[src/design/xmr_pkg.sv]
// ----------------------------------------------------------------------------
// xmr_pkg
// Shared constants and types of the XMODEM block receiver: symbols, command,
// verdict and status codes, register indexes and the configuration struct.
// ----------------------------------------------------------------------------
package xmr_pkg;

  localparam int DATA_BYTES = 128;

  localparam int CMD_W  = 2;
  localparam int BYTE_W = 8;
  localparam int CRC_W  = 16;
  localparam int CODE_W = 2;
  localparam int CFG_IDX_W  = 1;
  localparam int CFG_DATA_W = 8;

  localparam logic [BYTE_W-1:0] FIRST_CHECK_POS = BYTE_W'(DATA_BYTES + 2);

  localparam logic [BYTE_W-1:0] SYM_SOH = 8'h01;
  localparam logic [BYTE_W-1:0] SYM_EOT = 8'h04;
  localparam logic [BYTE_W-1:0] SYM_ACK = 8'h06;
  localparam logic [BYTE_W-1:0] SYM_NAK = 8'h15;
  localparam logic [BYTE_W-1:0] SYM_ETB = 8'h17;
  localparam logic [BYTE_W-1:0] SYM_CRC = 8'h43;

  localparam logic [CMD_W-1:0] CMD_START   = 2'd0;
  localparam logic [CMD_W-1:0] CMD_BYTE    = 2'd1;
  localparam logic [CMD_W-1:0] CMD_TIMEOUT = 2'd2;

  localparam logic [CODE_W-1:0] VERDICT_NONE   = 2'd0;
  localparam logic [CODE_W-1:0] VERDICT_ACCEPT = 2'd1;
  localparam logic [CODE_W-1:0] VERDICT_REJECT = 2'd2;

  localparam logic [CODE_W-1:0] STATUS_IDLE     = 2'd0;
  localparam logic [CODE_W-1:0] STATUS_BUSY     = 2'd1;
  localparam logic [CODE_W-1:0] STATUS_FINISHED = 2'd2;
  localparam logic [CODE_W-1:0] STATUS_FAILED   = 2'd3;

  localparam logic [CFG_IDX_W-1:0] REG_CHECK_MODE  = 1'd0;
  localparam logic [CFG_IDX_W-1:0] REG_RETRY_LIMIT = 1'd1;

  localparam logic [BYTE_W-1:0] RETRY_LIMIT_RESET = 8'd10;

  typedef struct packed {
    logic              check_mode;
    logic [BYTE_W-1:0] retry_limit;
  } cfg_t;

endpackage

[src/design/xmr_ifs.sv]
// ----------------------------------------------------------------------------
// xmr_ifs
// Channel interfaces: receive events in, protocol results out.
// ----------------------------------------------------------------------------
interface xmr_evt_if;
  import xmr_pkg::*;
  logic              valid;
  logic              ready;
  logic [CMD_W-1:0]  command;
  logic [BYTE_W-1:0] rx_byte;
  modport source(output valid, command, rx_byte, input ready);
  modport sink(input valid, command, rx_byte, output ready);
endinterface

interface xmr_res_if;
  import xmr_pkg::*;
  logic              valid;
  logic              ready;
  logic              send_valid;
  logic [BYTE_W-1:0] send_byte;
  logic              data_valid;
  logic [BYTE_W-1:0] data_byte;
  logic [CODE_W-1:0] block_verdict;
  logic [CODE_W-1:0] transfer_status;
  modport source(output valid, send_valid, send_byte, data_valid, data_byte,
                 block_verdict, transfer_status, input ready);
  modport sink(input valid, send_valid, send_byte, data_valid, data_byte,
               block_verdict, transfer_status, output ready);
endinterface

[src/design/xmr_check.sv]
// ----------------------------------------------------------------------------
// xmr_check
// Running block check update for one payload byte: 8-bit sum or
// CRC-16/XMODEM (polynomial 0x1021, MSB first).
// ----------------------------------------------------------------------------
module xmr_check (
  input  logic                       check_mode,
  input  logic [xmr_pkg::CRC_W-1:0]  cur,
  input  logic [xmr_pkg::BYTE_W-1:0] data,
  output logic [xmr_pkg::CRC_W-1:0]  nxt
);
  import xmr_pkg::*;

  logic [CRC_W-1:0]  crc;
  logic [BYTE_W-1:0] sum;

  always_comb begin
    crc = cur ^ {data, 8'h00};
    for (int i = 0; i < BYTE_W; i++) begin
      if (crc[CRC_W-1]) begin
        crc = {crc[CRC_W-2:0], 1'b0} ^ 16'h1021;
      end else begin
        crc = {crc[CRC_W-2:0], 1'b0};
      end
    end
  end

  assign sum = cur[BYTE_W-1:0] + data;
  assign nxt = check_mode ? crc : {8'h00, sum};

endmodule

[src/design/xmr_core.sv]
// ----------------------------------------------------------------------------
// xmr_core
// Protocol state machine and result register. Each accepted event updates
// the transfer state and loads one result transaction.
// ----------------------------------------------------------------------------
module xmr_core (
  input  logic          clk,
  input  logic          rst,
  input  xmr_pkg::cfg_t cfg,
  xmr_evt_if.sink       evt,
  xmr_res_if.source     res
);
  import xmr_pkg::*;

  localparam logic [2:0] PH_IDLE  = 3'd0;
  localparam logic [2:0] PH_INIT  = 3'd1;
  localparam logic [2:0] PH_GAP   = 3'd2;
  localparam logic [2:0] PH_BLOCK = 3'd3;
  localparam logic [2:0] PH_DONE  = 3'd4;
  localparam logic [2:0] PH_FAIL  = 3'd5;

  logic [2:0]        phase, phase_next;
  logic [BYTE_W-1:0] attempts, attempts_next;
  logic [BYTE_W-1:0] expected, expected_next;
  logic [BYTE_W-1:0] pos, pos_next;
  logic              header_ok, header_ok_next;
  logic [BYTE_W-1:0] seen, seen_next;
  logic [CRC_W-1:0]  run, run_next;
  logic [CRC_W-1:0]  rcv, rcv_next;

  logic              out_valid;
  logic              send_valid, send_valid_next;
  logic [BYTE_W-1:0] send_byte, send_byte_next;
  logic              data_valid, data_valid_next;
  logic [BYTE_W-1:0] data_byte, data_byte_next;
  logic [CODE_W-1:0] verdict, verdict_next;
  logic [CODE_W-1:0] status, status_next;

  logic              acc;
  logic [CRC_W-1:0]  run_upd;
  logic [BYTE_W-1:0] last_pos;
  logic [BYTE_W-1:0] init_sym;
  logic [CRC_W-1:0]  rcv_full;
  logic              check_ok;
  logic              block_ok;

  xmr_check u_check (
    .check_mode(cfg.check_mode),
    .cur       (run),
    .data      (evt.rx_byte),
    .nxt       (run_upd)
  );

  assign evt.ready = !out_valid || res.ready;
  assign acc       = evt.valid && evt.ready;

  assign last_pos = FIRST_CHECK_POS + {7'd0, cfg.check_mode};
  assign init_sym = cfg.check_mode ? SYM_CRC : SYM_NAK;
  assign rcv_full = {rcv[CRC_W-1:BYTE_W], evt.rx_byte};
  assign check_ok = cfg.check_mode ? (run == rcv_full) : (run[BYTE_W-1:0] == evt.rx_byte);
  assign block_ok = header_ok && check_ok;

  always_comb begin
    phase_next      = phase;
    attempts_next   = attempts;
    expected_next   = expected;
    pos_next        = pos;
    header_ok_next  = header_ok;
    seen_next       = seen;
    run_next        = run;
    rcv_next        = rcv;
    send_valid_next = 1'b0;
    send_byte_next  = 8'h00;
    data_valid_next = 1'b0;
    data_byte_next  = 8'h00;
    verdict_next    = VERDICT_NONE;

    if (evt.command == CMD_START) begin
      phase_next      = PH_INIT;
      attempts_next   = 8'd1;
      expected_next   = 8'd1;
      pos_next        = 8'd0;
      header_ok_next  = 1'b0;
      seen_next       = 8'd0;
      run_next        = 16'd0;
      rcv_next        = 16'd0;
      send_valid_next = 1'b1;
      send_byte_next  = init_sym;
    end else begin
      case (phase)
        PH_INIT: begin
          if (evt.command == CMD_TIMEOUT) begin
            if (attempts < cfg.retry_limit) begin
              attempts_next   = attempts + 8'd1;
              send_valid_next = 1'b1;
              send_byte_next  = init_sym;
            end else begin
              phase_next = PH_FAIL;
            end
          end else if (evt.command == CMD_BYTE) begin
            if (evt.rx_byte == SYM_SOH) begin
              phase_next     = PH_BLOCK;
              pos_next       = 8'd0;
              header_ok_next = 1'b0;
              seen_next      = 8'd0;
              run_next       = 16'd0;
              rcv_next       = 16'd0;
            end else begin
              phase_next = PH_FAIL;
            end
          end
        end
        PH_GAP: begin
          if (evt.command == CMD_BYTE) begin
            if (evt.rx_byte == SYM_SOH) begin
              phase_next     = PH_BLOCK;
              pos_next       = 8'd0;
              header_ok_next = 1'b0;
              seen_next      = 8'd0;
              run_next       = 16'd0;
              rcv_next       = 16'd0;
            end else if (evt.rx_byte == SYM_EOT || evt.rx_byte == SYM_ETB) begin
              send_valid_next = 1'b1;
              send_byte_next  = SYM_ACK;
              phase_next      = PH_DONE;
            end else begin
              phase_next = PH_FAIL;
            end
          end
        end
        PH_BLOCK: begin
          if (evt.command == CMD_BYTE) begin
            pos_next = pos + 8'd1;
            if (pos == 8'd0) begin
              seen_next = evt.rx_byte;
            end else if (pos == 8'd1) begin
              header_ok_next = (seen == expected) &&
                               (({1'b0, seen} + {1'b0, evt.rx_byte}) == 9'd255);
            end else if (pos < FIRST_CHECK_POS) begin
              data_valid_next = 1'b1;
              data_byte_next  = evt.rx_byte;
              run_next        = run_upd;
            end else if (pos >= last_pos) begin
              rcv_next        = cfg.check_mode ? rcv_full : {8'h00, evt.rx_byte};
              send_valid_next = 1'b1;
              phase_next      = PH_GAP;
              pos_next        = 8'd0;
              if (block_ok) begin
                send_byte_next = SYM_ACK;
                verdict_next   = VERDICT_ACCEPT;
                expected_next  = expected + 8'd1;
              end else begin
                send_byte_next = SYM_NAK;
                verdict_next   = VERDICT_REJECT;
              end
            end else begin
              rcv_next = {evt.rx_byte, 8'h00};
            end
          end
        end
        default: begin
        end
      endcase
    end

    case (phase_next)
      PH_IDLE: status_next = STATUS_IDLE;
      PH_DONE: status_next = STATUS_FINISHED;
      PH_FAIL: status_next = STATUS_FAILED;
      default: status_next = STATUS_BUSY;
    endcase
  end

  always_ff @(posedge clk) begin
    if (rst) begin
      phase     <= PH_IDLE;
      attempts  <= 8'd0;
      expected  <= 8'd1;
      pos       <= 8'd0;
      header_ok <= 1'b0;
      seen      <= 8'd0;
      run       <= 16'd0;
      rcv       <= 16'd0;
      out_valid <= 1'b0;
    end else begin
      if (acc) begin
        phase     <= phase_next;
        attempts  <= attempts_next;
        expected  <= expected_next;
        pos       <= pos_next;
        header_ok <= header_ok_next;
        seen      <= seen_next;
        run       <= run_next;
        rcv       <= rcv_next;
        out_valid <= 1'b1;
      end else if (res.ready) begin
        out_valid <= 1'b0;
      end
    end
  end

  always_ff @(posedge clk) begin
    if (acc) begin
      send_valid <= send_valid_next;
      send_byte  <= send_byte_next;
      data_valid <= data_valid_next;
      data_byte  <= data_byte_next;
      verdict    <= verdict_next;
      status     <= status_next;
    end
  end

  assign res.valid           = out_valid;
  assign res.send_valid      = send_valid;
  assign res.send_byte       = send_byte;
  assign res.data_valid      = data_valid;
  assign res.data_byte       = data_byte;
  assign res.block_verdict   = verdict;
  assign res.transfer_status = status;

  a_verdict_sends: assert property (@(posedge clk) disable iff (rst)
    (out_valid && verdict != VERDICT_NONE) |-> send_valid)
    else $error("block verdict without a send symbol");

  a_data_no_verdict: assert property (@(posedge clk) disable iff (rst)
    out_valid |-> !(data_valid && verdict != VERDICT_NONE))
    else $error("payload byte and verdict in one transaction");

  a_pos_bound: assert property (@(posedge clk) disable iff (rst)
    phase == PH_BLOCK |-> pos <= FIRST_CHECK_POS + 8'd1)
    else $error("byte position past the check field");

  a_start_busy: assert property (@(posedge clk) disable iff (rst)
    (acc && evt.command == CMD_START) |=>
      (out_valid && send_valid && status == STATUS_BUSY && phase == PH_INIT))
    else $error("start did not open a transfer");

endmodule

[src/design/xmodem_block_receiver.sv]
// ----------------------------------------------------------------------------
// xmodem_block_receiver
// XMODEM receive side: init symbol and retries, block header and check
// verification (8-bit sum or CRC-16/XMODEM), payload streaming, ACK/NAK.
//
//   channel  dir   transaction
//   evt      in    command, rx_byte (start, received byte, timeout)
//   res      out   send_valid/byte, data_valid/byte, block_verdict, status
//   cfg_*    in    write of check_mode (index 0) or retry_limit (index 1)
//
// One event per cycle unless a result stalls; each result is registered.
// The output register frees when res.ready is high, so evt.ready follows it.
// A stalled result holds; the next event is taken in the cycle it leaves.
// Reset is synchronous: idle, checksum mode, retry limit of 10.
// ----------------------------------------------------------------------------
module xmodem_block_receiver (
  input  logic                           clk,
  input  logic                           rst,
  input  logic                           cfg_we,
  input  logic [xmr_pkg::CFG_IDX_W-1:0]  cfg_index,
  input  logic [xmr_pkg::CFG_DATA_W-1:0] cfg_data,
  xmr_evt_if.sink                        evt,
  xmr_res_if.source                      res
);
  import xmr_pkg::*;

  cfg_t cfg;

  always_ff @(posedge clk) begin
    if (rst) begin
      cfg.check_mode  <= 1'b0;
      cfg.retry_limit <= RETRY_LIMIT_RESET;
    end else if (cfg_we) begin
      case (cfg_index)
        REG_CHECK_MODE:  cfg.check_mode  <= cfg_data[0];
        REG_RETRY_LIMIT: cfg.retry_limit <= cfg_data;
        default: begin
        end
      endcase
    end
  end

  xmr_core u_core (
    .clk(clk),
    .rst(rst),
    .cfg(cfg),
    .evt(evt),
    .res(res)
  );

endmodule
[src/flat_wrapper.sv]
// flat-port wrapper written by rule: the top's interface ports become plain ports
module xmodem_block_receiver_flat import xmr_pkg::*;
  (clk, rst, cfg_we, cfg_index, cfg_data, evt_valid, evt_command, evt_rx_byte, evt_ready, res_valid, res_send_valid, res_send_byte, res_data_valid, res_data_byte, res_block_verdict, res_transfer_status, res_ready);
  xmr_evt_if evt_i ();
  xmr_res_if res_i ();
  input  logic clk;
  input  logic rst;
  input  logic cfg_we;
  input  logic [xmr_pkg::CFG_IDX_W-1:0] cfg_index;
  input  logic [xmr_pkg::CFG_DATA_W-1:0] cfg_data;
  input wire logic [$bits(evt_i.valid)-1:0] evt_valid;
  input wire logic [$bits(evt_i.command)-1:0] evt_command;
  input wire logic [$bits(evt_i.rx_byte)-1:0] evt_rx_byte;
  output wire logic [$bits(evt_i.ready)-1:0] evt_ready;
  output wire logic [$bits(res_i.valid)-1:0] res_valid;
  output wire logic [$bits(res_i.send_valid)-1:0] res_send_valid;
  output wire logic [$bits(res_i.send_byte)-1:0] res_send_byte;
  output wire logic [$bits(res_i.data_valid)-1:0] res_data_valid;
  output wire logic [$bits(res_i.data_byte)-1:0] res_data_byte;
  output wire logic [$bits(res_i.block_verdict)-1:0] res_block_verdict;
  output wire logic [$bits(res_i.transfer_status)-1:0] res_transfer_status;
  input wire logic [$bits(res_i.ready)-1:0] res_ready;
  assign evt_i.valid = evt_valid;
  assign evt_i.command = evt_command;
  assign evt_i.rx_byte = evt_rx_byte;
  assign evt_ready = evt_i.ready;
  assign res_valid = res_i.valid;
  assign res_send_valid = res_i.send_valid;
  assign res_send_byte = res_i.send_byte;
  assign res_data_valid = res_i.data_valid;
  assign res_data_byte = res_i.data_byte;
  assign res_block_verdict = res_i.block_verdict;
  assign res_transfer_status = res_i.transfer_status;
  assign res_i.ready = res_ready;
  xmodem_block_receiver u_core (.clk(clk), .rst(rst), .cfg_we(cfg_we), .cfg_index(cfg_index), .cfg_data(cfg_data), .evt(evt_i), .res(res_i));
endmodule
[config.mk]
export PLATFORM = sky130hd
export DESIGN_NAME = xmodem_block_receiver_flat
export DESIGN_NICKNAME = d
export VERILOG_FILES = /design/src/design/xmr_pkg.sv /design/src/design/xmr_ifs.sv /design/src/design/xmr_check.sv /design/src/design/xmr_core.sv /design/src/design/xmodem_block_receiver.sv /design/src/flat_wrapper.sv
export SDC_FILE = /design/constraint.sdc
export NUM_CORES = 1
export LEC_CHECK = 0
export BUFFER_PORTS_ARGS = -buffer_cell sky130_fd_sc_hd__buf_2
export CAP_MARGIN = 20
export CORE_ASPECT_RATIO = 0.9
export CORE_UTILIZATION = 36
export CTS_CLUSTER_SIZE = 24
export DETAILED_ROUTE_END_ITERATION = 12
export PLACE_DENSITY = 0.56
export SKIP_LAST_GASP = 1
export SLEW_MARGIN = 20
export SYNTH_ARGS = -nofsm -noshare
export SYNTH_HDL_FRONTEND = slang
export SYNTH_SLANG_ARGS = --single-unit
[constraint.sdc]
create_clock -name clk -period 2.7 [get_ports clk]
set_input_delay 0.405 -clock clk [delete_from_list [all_inputs] [get_ports clk]]
set_output_delay 0.405 -clock clk [all_outputs]
set_load 0.05 [all_outputs]
==> flow_summary.toml, run 1 <==
[outcome]
status = "finished clean"

[clock_network]
cts_tree = "done"
clk_pin_slew_ps = 70
postCtsHoldBufs = 0
htree_levels = 3
cts.sinks = 89
insertion_delay_ps = 350
cts-root-buf = "clkbuf_16"
cts-buffers-inserted = 9
cts_buffer_depth = 2

[timing]
hold_slack_ps = 286
timing.slew.headroom_pct = 54.4
min_period_over_period_pct = 94.7
setup_viol = 0
final-hold-violation-count = 0
fin_crit_ps = 2560
grt_setup_unrepaired = "false"
tightest_slew_ps = 679
drv_slew = 0
clock_skew_ps = 5.13
fmax_mhz = 391
tns_ps = 0

[floorplanning]
fp.dieW_um = 130
rows = 41
core_sq_mm = 0.0142
dieArea_sq_mm = 0.0152
initial_core_util_pct = 37.3
pin_count = 48
die-height_um = 117

[worst_setup_path]
critPathArrivalTime_ps = 2840
required_ps = 2980
critPathKind = "register to register"
cp_max_fo = 4
cp-start-kind = "register"
endpoint_kind = "register"

[power]
p_comb_share_pct = 11.6
peakVddDrop_mv = 0.359
p_leak_nw = 2.37
power_density_mw_per_mm2 = 512
clockPowerShare_pct = 43.7
switching_share_pct = 26.3
p_seq_share_pct = 44.7
switching_power_w = 0.000823
p_int_w = 0.00231

[yosys]
ys_async_sr_fraction_pct = 0
synth-seq-cells = 89
syn_area_sq_mm = 0.00528
ys_seq_area_share_pct = 37.3
synth_cell_types = 65
avgSynthCellArea_sq_um = 8.69
synth-edff-count = 19
synth.yosys.warnings = 0
ys.flop_type = "dfxtp_1"
synthCells = 608

[drt]
drc = 0
first_iter_violations = 351
vias = 4657
viasPerCell = 5.43
wire_per_inst_um = 16.3
drt_first_pass_iters = 5
final_antenna_net_count = 0
routed_wl_um = 14000

[place]
routabilityCongestion = 0.812
dp_hpwl_um = 10100
placed_cell_area_sq_mm = 0.00580
io_buffers = 44

[finish]
syn_to_final_growth_pct = 15.9
mostFrequentLayoutCell = "nand2_1"
final_cell_area_sq_mm = 0.00612
final_cell_mix = "nand2_1, dfxtp_1, a21oi_1"
nets = 713
n_antenna_cell = 0
fillers = 1414
drive_gt1_share_pct = 14.3

[grt]
grt_pass1_wl_um = 22700
overflow = 0
grt_max_degree = 31
antenna_found_initial = 0
grt_pass1_vias = 4311
grt_usage_pct = 19.5

[min_path]
worstHoldPathType = "primary input to register"

[flow_run]
maxCapViolations = 0
==> synthesized netlist by cell type (all sizes together) (5+ instances only) <==
cell type,number,area share (%)
o211ai,5,0.71
a21o,8,1.1
nand3,23,2.2
nand3b,5,0.71
clkbuf,20,1.4
nand4,19,2.3
ha,28,6.6
o21a,7,1.0
or3,5,0.59
xor2,27,4.5
nor2,28,2.0
nor3,9,0.85
buf,10,1.1
o2111ai,13,2.2
nand2,84,6.0
and3,5,0.59
a2111oi,5,0.83
mux2i,9,1.7
xnor2,27,4.5
edfxtp,19,11
nor4,7,1.1
a21oi,57,5.5
nand2b,11,1.3
dfxtp,70,27
and2,11,1.3
inv,22,1.6
a211oi,5,0.71
o21ai,16,1.5
==> layout make-up <==
type	count	area, sq um	area share (%)
clock buffer	10	229	3.74
clock inverter	6	92.6	1.51
inverter	24	90.1	1.47
multi-input combinational	467	3090	50.5
sequential	89	1970	32.2
tap	193	241	3.95
timing repair buffer	68	400	6.54
==> flip-flops by register name (all words and copies together) (netlist names), 3 cells and up <==
register and cells:
u_core.u_core.run 16, u_core.cfg 9, u_core.u_core.attempts 8, u_core.u_core.expected 8, u_core.u_core.pos 8, u_core.u_core.rcv 8
u_core.u_core.res.data_byte 8, u_core.u_core.seen 8, u_core.u_core.res.send_byte 5, u_core.u_core.phase 3
==> path summary, 6_finish.rpt <==
check	start	end	slack, ps	depth (start not counted)
min	cfg_data[7]	u_core.cfg[7]$_SDFFE_PP0P_	290	3
max	u_core.u_core.run[4]$_SDFFE_PP0P_	u_core.u_core.expected[7]$_SDFFE_PP0P_	140	7
max reg2reg	u_core.u_core.run[4]$_SDFFE_PP0P_	u_core.u_core.expected[7]$_SDFFE_PP0P_	140	7
min reg2reg	u_core.cfg[7]$_SDFFE_PP0P_	u_core.cfg[7]$_SDFFE_PP0P_	460	2
==> kinds of logic after synthesis <==
kind of cell,share of synthesized area (%)
simple gates,21.8
compound gates,18.5
mux,1.71
xor+xnor,8.96
flops,37.3
buf+inv,4.26
fa+ha+maj,7.39
other cells,0.0710
==> worst max-delay path, stage by stage (launching register included) <==
cell and delay (ps):
dfxtp_1 420, ha_1 300, nor4b_1 390, nand3_1 120, nor3_1 280, nand3b_1 150
a2111oi_0 580, mux2i_1 230
==> stage by stage <==
stage | util [%] | cells | setup slack (ps) | total power (W)
finish | 43.2 | 857 | 143 | 0.00313
global route | 43.2 | 857 | 1.66 | 0.00324
CTS | 43.2 | 857 | 133 | 0.00316
detailed placement | 40.9 | 841 | -15.7 | 0.00179
global placement | 40.9 | 841 | 67.8 | 0.00179
floorplan | - | 610 | 109 | 0.00167
==> power groups by stage <==
stage          sequential (W)  combinational (W)  clock [W]
4_1_cts               0.00140           0.000361    0.00139
3_5_place_dp          0.00143           0.000359          0
2_1_floorplan         0.00149           0.000183          0
5_1_grt               0.00140           0.000393    0.00144
3_3_place_gp          0.00143           0.000355          0
6_report              0.00140           0.000362    0.00137
==> repair_timing <==
action | 4_1_cts | 5_1_grt
gates resized for setup | 0 | 1
setup buffers | 0 | 0
endpoints found under the setup margin | 0 | 8
==> routing by layer <==
metal  vias up  GRT usage, %  part of all wire, %
li1       2301             -                    -
met1      2243          27.3                   51
met2       100          30.0                   43
met3        13          3.68                  3.7
met4         0          7.13                  1.6
met5         -             0                    0
(Power assumes the default switching activity.)
==> run 2: changes to the inputs <==
- CORE_UTILIZATION: 36 -> 25
- PLACE_DENSITY: 0.56 -> 0.43
==> run 2 against run 1 <==
Net effect:
- sequential share of layout area decreased by 0.98 points
- register-to-register slack improved by 130 ps
- design area grew 3.1%
- maximum frequency rose by 5.5%
- critical path type unchanged
- die area increased by 43%
- flip-flop and latch count stayed put
- count of clock-buffer cells in the layout is the same
- global-route usage decreased by 5.3 points
==> flow_summary.toml, run 2 (synthesis gave the netlist of run 1 again) <==
[outcome]
status = "finished clean"

[place]
pre_cts_ws_ps = 106
io_buffers = 44
dp_cells = 946
routabilityCongestion = 0.832
dp_hpwl_um = 11300

[power]
p_leak_nw = 2.42
power_density_mw_per_mm2 = 483
peakVddDrop_mv = 0.280

[grt]
overflow = 0
antenna_found_initial = 0
grt_usage_pct = 14.2
grt_max_degree = 50
grt_pass1_wl_um = 23800
grt_pass1_vias = 4309

[drt]
first_iter_violations = 293
wire_per_inst_um = 15.8
viasPerCell = 4.80
vias = 4617
routed_wl_um = 15200
final_antenna_net_count = 0
drc = 0
drt_first_pass_iters = 4

[floorplanning]
rows = 50
pin_count = 48
dieArea_sq_mm = 0.0217
core_sq_mm = 0.0208
die-height_um = 140
initial_core_util_pct = 25.4
fp.dieW_um = 155

[timing]
grt_setup_unrepaired = "false"
min_period_over_period_pct = 89.8
drv_slew = 0
tightest_slew_ps = 697
timing.slew.headroom_pct = 53.2
tns_ps = 0
setup_viol = 0
fin_crit_ps = 2420
final-hold-violation-count = 0
clock_skew_ps = 11.7
worst_slack_ps = 276
fmax_mhz = 413

[finish]
top_register = "u_core.u_core.run"
largestRegisters = "u_core.u_core.run (16), u_core.cfg (9)"
fin_cells = 962
fillers = 2264
final_cell_mix = "nand2_1, dfxtp_1, a21oi_1"
syn_to_final_growth_pct = 19.5
largest_register_ffs = 16
mostFrequentLayoutCell = "nand2_1"
drive_gt1_share_pct = 16.1
n_antenna_cell = 0
nets = 725

[worst_setup_path]
cp_max_fo = 11
critPathArrivalTime_ps = 2710
critPathKind = "register to register"
required_ps = 2980
cp-start-kind = "register"
endpoint_kind = "register"

[clock_network]
htree_levels = 3
cts-root-buf = "clkbuf_16"
post_cts_resize_count = 0
post_cts_buffers = 0
cts-buffers-inserted = 9
insertion_delay_ps = 360
postCtsHoldBufs = 0
cts_buffer_depth = 2
cts.sinks = 89
cts_tree = "done"
clk_pin_slew_ps = 80

[flow_run]
maxCapViolations = 0

[min_path]
worstHoldPathType = "primary input to register"
==> run 2: cell count changes in the layout (fill, tap and decap cells not counted), sizes merged <==
cell      previous run  this run
buf                 68        80
inv                 22        25
bufinv               2         0
clkinvlp             2         1
==> run 2: cell type report <==
type                            instances  area [sq um]  share of cell area, %
Clock inverter                          6          48.8                  0.773
Sequential cell                        89          1970                   31.3
Inverter                               24          90.1                   1.43
Timing Repair Buffer                   80           503                   7.97
Clock buffer                           10           239                   3.79
Tap cell                              286           358                   5.67
Multi-Input combinational cell        467          3100                   49.1
==> run 2: per-layer routing <==
layer	wire, um	GRT usage, %	vias up
li1	-	-	2332
met1	7890	21.0	2177
met2	6450	20.6	94
met3	661	2.52	14
met4	227	4.59	0
met5	0	0	-
==> run 2: report_power, final <==
| group | internal, W | switching [W] | leakage, nW | total, W |
|---|---|---|---|---|
| registers | 0.00139 | 0.0000139 | 0.757 | 0.00140 |
| clock network | 0.000661 | 0.000608 | 0.140 | 0.00127 |
| logic | 0.000116 | 0.000261 | 1.53 | 0.000377 |
==> run 2: worst paths after layout <==
check	startpoint	endpoint	slack, ps	cells past startpoint
max	u_core.u_core.pos[0]$_SDFFE_PP0P_	u_core.u_core.pos[3]$_SDFFE_PP0P_	280	9
min	cfg_data[1]	u_core.cfg[1]$_SDFFE_PP1P_	270	3
max reg2reg	u_core.u_core.pos[0]$_SDFFE_PP0P_	u_core.u_core.pos[3]$_SDFFE_PP0P_	280	9
min reg2reg	u_core.cfg[4]$_SDFFE_PP0P_	u_core.cfg[4]$_SDFFE_PP0P_	460	2
==> run 2: worst max-delay path: stages (launching register included) <==
cell and delay [ps]:
dfxtp_1 330, inv_1 60, ha_1 280, nand2b_1 160, a2111oi_0 560, buf_4 210, o21a_1 330, and2_1 210
nand3b_1 80, a21oi_1 140
==> run 2: stage by stage <==
step / power [W] / util [%] / hold slack (ps) / instance area, sq um
after floorplan: 0.00167 / - / 436 / 5290
after global placement: 0.00180 / 29.0 / 449 / 6020
after detailed placement: 0.00181 / 29.0 / 452 / 6020
after CTS: 0.00307 / 30.3 / 266 / 6300
after global routing: 0.00315 / 30.4 / 296 / 6310
final: 0.00305 / 30.4 / 274 / 6310
==> run 3: changes to the inputs <==
- clock period: 2.7 -> 2.9 ns (I/O delays scaled with it)
==> run 3 against run 2 <==
Net effect:
- power is 5.0% lower
- flip-flop and latch count stayed put
- sequential power is 7% lower
- combinational power is 8.5% lower
- core utilization is 0.23 points lower
- critical path type unchanged
- highest routed layer unchanged
==> flow_summary.toml, run 3 (synthesis gave the netlist of run 1 again) <==
[outcome]
status = "finished clean"

[timing]
worst_slack_ps = 371
min_period_over_period_pct = 87.2
drv_slew = 0
setup_viol = 0
fin_crit_ps = 2530
clock_skew_ps = 10.8
tightest_slew_ps = 662
grt_setup_unrepaired = "false"
final-hold-violation-count = 0
fmax_mhz = 395
timing.slew.headroom_pct = 54.7
tns_ps = 0

[grt]
grt_usage_pct = 14.4
overflow = 0
grt_pass1_wl_um = 24200
grt_max_degree = 29
grt_pass1_vias = 4381
antenna_found_initial = 0

[floorplanning]
pin_count = 48
dieArea_sq_mm = 0.0217
rows = 50
die-height_um = 140
fp.dieW_um = 155
initial_core_util_pct = 25.4
core_sq_mm = 0.0208

[drt]
first_iter_violations = 395
viasPerCell = 4.81
wire_per_inst_um = 15.9
drt_first_pass_iters = 4
drc = 0
final_antenna_net_count = 0
vias = 4591
routed_wl_um = 15200

[finish]
final_cell_mix = "nand2_1, dfxtp_1, a21oi_1"
top_register = "u_core.u_core.run"
largest_register_ffs = 16
nets = 718
n_antenna_cell = 0
mostFrequentLayoutCell = "nand2_1"
final_cell_area_sq_mm = 0.00626
syn_to_final_growth_pct = 18.6
drive_gt1_share_pct = 14.9
fin_cells = 955
largestRegisters = "u_core.u_core.run (16), u_core.cfg (9)"

[worst_setup_path]
cp_max_fo = 11
required_ps = 3170
critPathArrivalTime_ps = 2800
cp-start-kind = "register"
endpoint_kind = "register"
critPathKind = "register to register"

[min_path]
worstHoldPathType = "primary input to register"

[clock_network]
htree_levels = 3
insertion_delay_ps = 350
postCtsHoldBufs = 0
post_cts_resize_count = 0
cts_tree = "done"
cts-root-buf = "clkbuf_16"
clk_pin_slew_ps = 70
cts.sinks = 89
cts-buffers-inserted = 9
post_cts_buffers = 0
cts_buffer_depth = 2

[power]
peakVddDrop_mv = 0.203
p_leak_nw = 2.40
power_density_mw_per_mm2 = 462

[place]
dp_cells = 939
routabilityCongestion = 0.832
dp_hpwl_um = 11200
pre_cts_ws_ps = 264
io_buffers = 44
placed_cell_area_sq_mm = 0.00595

[flow_run]
maxCapViolations = 0
run 3: critical path: stages (launching register included):
cell and delay, ps:
dfxtp_1 330, inv_1 70, ha_1 280, nand2b_1 150, a2111oi_0 610, buf_4 220, o21a_1 360, and2_1 210
nand3b_1 80, a21oi_1 150
run 3: final timing paths:
| check | from | end | slack (ps) | cells past startpoint |
|---|---|---|---|---|
| hold reg to reg | u_core.cfg[2]$_SDFFE_PP0P_ | u_core.cfg[2]$_SDFFE_PP0P_ | 460 | 2 |
| setup / recovery | u_core.u_core.pos[0]$_SDFFE_PP0P_ | u_core.u_core.pos[3]$_SDFFE_PP0P_ | 370 | 9 |
| hold / removal | cfg_data[5] | u_core.cfg[5]$_SDFFE_PP0P_ | 320 | 3 |
| setup reg to reg | u_core.u_core.pos[0]$_SDFFE_PP0P_ | u_core.u_core.pos[3]$_SDFFE_PP0P_ | 370 | 9 |
run 3: final cells by class:
class	instances	area, sq um
Clock buffer	10	239
Inverter	24	90.1
Fill cell	2257	14500
Clock inverter	6	75.1
Tap cell	286	358
Multi-Input combinational cell	467	3090
Timing Repair Buffer	73	438
Sequential cell	89	1970
run 3: stage by stage:
step | hold slack (ps) | util, % | power [W]
2_1_floorplan | 436 | - | 0.00155
3_3_place_gp | 448 | 28.6 | 0.00167
3_5_place_dp | 447 | 28.6 | 0.00168
4_1_cts | 300 | 30.2 | 0.00293
5_1_grt | 316 | 30.2 | 0.00301
6_report | 316 | 30.2 | 0.00289
run 3: layer usage:
| layer | GRT usage [%] | routed length, um |
|---|---|---|
| met1 | 21.3 | 8010 |
| met2 | 20.7 | 6370 |
| met3 | 2.65 | 624 |
| met4 | 4.59 | 221 |
| met5 | 0 | 0 |
run 3: where the power goes:
group	switching (W)	internal (W)
Sequential	0.0000135	0.00129
Clock	0.000542	0.000703
Combinational	0.000242	0.000103
Total	0.000798	0.00210
